--- config.mk ---
export PLATFORM = sky130hd
export DESIGN_NAME = plb_ram
export DESIGN_NICKNAME = d
export VERILOG_FILES = /design/src/hw/rtl/plb_ram.sv
export SDC_FILE = /design/constraint.sdc
export NUM_CORES = 1
export LEC_CHECK = 0
export BUFFER_PORTS_ARGS = -buffer_cell sky130_fd_sc_hd__buf_2
export CAP_MARGIN = 20
export CORE_ASPECT_RATIO = 0.8
export CORE_MARGIN = 8
export CORE_UTILIZATION = 50
export DETAILED_ROUTE_END_ITERATION = 10
export GPL_ROUTABILITY_DRIVEN = 1
export GPL_TIMING_DRIVEN = 0
export PLACE_DENSITY = 0.67
export SLEW_MARGIN = 10
export SYNTH_ARGS = -nofsm -noshare
export SYNTH_HDL_FRONTEND = slang
export SYNTH_SLANG_ARGS = --single-unit
--- constraint.sdc ---
create_clock -name clk -period 9.16 [get_ports clk]
set_input_delay 1.374 -clock clk [delete_from_list [all_inputs] [get_ports clk]]
set_output_delay 1.374 -clock clk [all_outputs]
set_load 0.05 [all_outputs]
--- src/hw/rtl/plb_ram.sv ---
// Generic single-write, single-read RAM with registered read data.
// No dependencies.
`timescale 1ns / 1ps

module plb_ram #(
  parameter int WIDTH = 32,
  parameter int DEPTH = 16,
  localparam int AW = $clog2(DEPTH)
) (
  input  logic             clk,
  input  logic             we,
  input  logic [AW-1:0]    wr_addr,
  input  logic [WIDTH-1:0] wr_data,
  input  logic [AW-1:0]    rd_addr,
  output logic [WIDTH-1:0] rd_data
);

  logic [WIDTH-1:0] mem [DEPTH];

  always_ff @(posedge clk) begin
    if (we) begin
      mem[wr_addr] <= wr_data;
    end
    rd_data <= mem[rd_addr];
  end

endmodule

==> summary.txt <==
Run status
  – Outcome: finished clean

Global route
  – First-pass GRT wire length: about 63 mm
  – Pin count of the biggest net entering global routing: 22
  – Grt ovf: 0
  – Vias in the first global route: ~9500
  – Initial antenna violation count: 2
  – GRT Total Usage: 18.27%

Worst hold path
  – Hold path endpoint: rd_data[30]$_DFF_P_
  – Hold depth: 3
  – Min-Delay Startpoint: mem[14][30]$_DFFE_PP_
  – Hold crit path type: reg -> reg

Logic synthesis
  – Synth area leaders: edfxtp_1 (77%), mux4_2 (15%), dfxtp_1 (3.2%), a22oi_1 (2.4%), nand2_1 (0.62%)
  – Most used DFF post-synth: edfxtp_1
  – Post-synthesis sequential area ratio: 80.67%
  – Synth Register Bits: ~540
  – Cell with the most instances after synthesis: edfxtp_1
  – Most frequent cells after synthesis: edfxtp_1 (512), mux4_2 (128), a22oi_1 (64)
  – Synth warn: 0
  – Post-synth net total: 880
  – Post-synth ARST share: 0%
  – Number of synthesized flops with an enable pin: 512
  – Mapped Cells: 838
  – Distinct cells, synth: 18
  – Syn Area/Cell: 23.69 µm²
  – Area leader, netlist: edfxtp_1
  – Post-synth top area share: between 70% and 80%
  – Mapped Area: about 20000 µm²

Timing
  – Final min period: around 2.9 ns
  – Period utilization: 31.84%
  – Slew @ Worst Pin: slightly above 0.9 ns
  – Slew Limit Headroom: a little under two fifths
  – Max-slew violation count: 0
  – TNS Setup: 0 ns
  – Fin. Hold Viols: 0
  – Clock skew: ~0.016 ns
  – Unrepaired setup endpoints after global routing: no
  – Highest Clock Rate: approximately 340 MHz
  – Post-route worst setup slack: roughly 6.2 ns
  – Setup violators final: 0
  – Hold WS: about 0.67 ns

Detailed routing
  – DR iter-0 viols: about 960
  – DRC: 0
  – Antenna Nets Post-Route: 0
  – Via count: roughly 9300
  – Wire length per cell: about 27 µm
  – Via density: a little under 6
  – First-pass DRT Iterations: 7
  – Final wirelength: roughly 42 mm

Clocking
  – H-tree Lvls: 2
  – Setup bufs post-CTS: 0
  – PostCTS Resize Cnt: 0
  – Total CTS buffers: a little over 50
  – Clock latency on the worst-skew pair: roughly 0.58 ns
  – CTS tree: yes
  – Clock buffer depth: 3
  – Clock slew at reported path FFs: roughly 0.06 ns
  – Root Buffer: clkbuf_16
  – # hold bufs at CTS: 0
  – Clock sinks: ~540

Final layout
  – Fill count: ~2800
  – ANT cells: 0
  – Nets: 1033
  – Design area: roughly 23000 µm²
  – Share of cells above drive strength 1: about a third
  – Final Core Density: roughly three fifths
  – Area delta synth->final: 16.02%

Critical path
  – R2r setup slk: 7.74 ns
  – Data arrival, critical path: about 3.2 ns
  – Worst Setup Start Kind: input pin
  – Worst Setup Path Type: in -> reg
  – Kind of end point of the critical path: flop
  – Reg2reg path depth: 3
  – R2r startpoint: mem[11][17]$_DFFE_PP_
  – CP max FO: 8
  – RR Endpoint: rd_data[17]$_DFF_P_
  – Critical path data required time: roughly 9.4 ns

Run
  – Max_cap viols: 0

Place
  – Post-DP Area: 21450 µm²
  – HPWL after DPL: between 20 and 30 mm
  – I/O Buffers: 71
  – Pre-CTS WS: around 5.6 ns
  – Final GP Congestion: between 0.7 and 0.8

Power
  – PwrDens: between 200 and 250 nW/µm²
  – Leak: between 7 and 8 nW
  – Peak supply drop: approximately 160 µV

Die
  – Die area: 46380 µm²
  – Num rows: between 60 and 70
  – Die Span X: 238.8 µm
  – I/O pins: 74
  – Placeable Area: slightly below 40000 µm²
  – Die H: a little under 200 µm
  – Initial core utilization: between 50 and 60%
[logic make-up (layout without fill, tap and decap cells)]
| family | count (synthesis) | after routing | synth area share, % |
|---|---|---|---|
| DFF | 544 | 544 | 80.67 |
| muxes | 128 | 128 | 14.52 |
| AOI/OAI and AO/OA | 64 | 64 | 2.420 |
| and+or+nand+nor | 59 | 59 | 1.273 |
| buffers and inverters | 43 | 237 | 1.122 |
[flip-flops by register name (all words and copies together), names as in the netlist]
register / cells
rd_data: 32
mem: 512
[final cells by class]
class / instances / area (µm²) / area share, %
Clock buffer: 81 / 1480 / 6.426
Buffer: 43 / 222.7 / 0.9669
Timing Repair Buffer: 100 / 814.5 / 3.536
Clock inverter: 13 / 105.1 / 0.4563
Multi-Input combinational cell: 251 / 3726 / 16.18
Tap cell: 536 / 670.6 / 2.911
Sequential cell: 544 / 16020 / 69.53
[worst max path at each step]
stage / slack (ns) / startpoint / to
after global routing: 6.17 / wr_addr[3] / mem[4][0]$_DFFE_PP_
after CTS: 6.24 / wr_addr[3] / mem[4][4]$_DFFE_PP_
after floorplan: 4.61 / wr_addr[2] / mem[0][0]$_DFFE_PP_
after detailed placement: 5.64 / wr_addr[3] / mem[4][6]$_DFFE_PP_
after global placement: 1.94 / wr_addr[2] / mem[0][4]$_DFFE_PP_
final: 6.24 / wr_addr[3] / mem[4][31]$_DFFE_PP_
[per-stage QoR]
stage | std cells | power, mW
after global routing | 1568 | 5.270
after CTS | 1568 | 5.155
after floorplan | 838 | 3.040
final | 1568 | 5.122
after detailed placement | 1474 | 3.164
after global placement | 1445 | 3.148
[where the power goes]
group | internal (mW) | switching, mW
Sequential | 2.78 | 0.0136
Clock | 1.14 | 0.878
Combinational | 0.106 | 0.207
Total | 4.02 | 1.10
[per-layer routing]
layer | vias up | global-route usage, % | wire length (µm)
met4 | 4 | 4.475 | 769
met1 | 4924 | 28.47 | 19270
li1 | 3893 | - | -
met3 | 65 | 3.722 | 3492
met5 | - | 0 | 30
met2 | 408 | 26.23 | 18840
[cells in the final DEF (no fill, tap or decap), types with 5 or more instances in the layout]
cell type / count
edfxtp_1: 512
mux4_2: 128
buf_2: 75
a22oi_1: 64
clkbuf_16: 52
clkbuf_1: 39
nand2_1: 33
dfxtp_1: 32
buf_4: 22
nor2_4: 12
buf_1: 9
buf_16: 8
buf_6: 7
clkbuf_8: 7
buf_12: 5
[worst max-delay path: stages]
cell	delay (ns)
buf_2	0.11
nand3b_1	0.36
nor3_2	0.58
buf_4	0.28
buf_4	0.23
buf_4	0.23
Note: power is estimated with default switching activity, not from simulation.
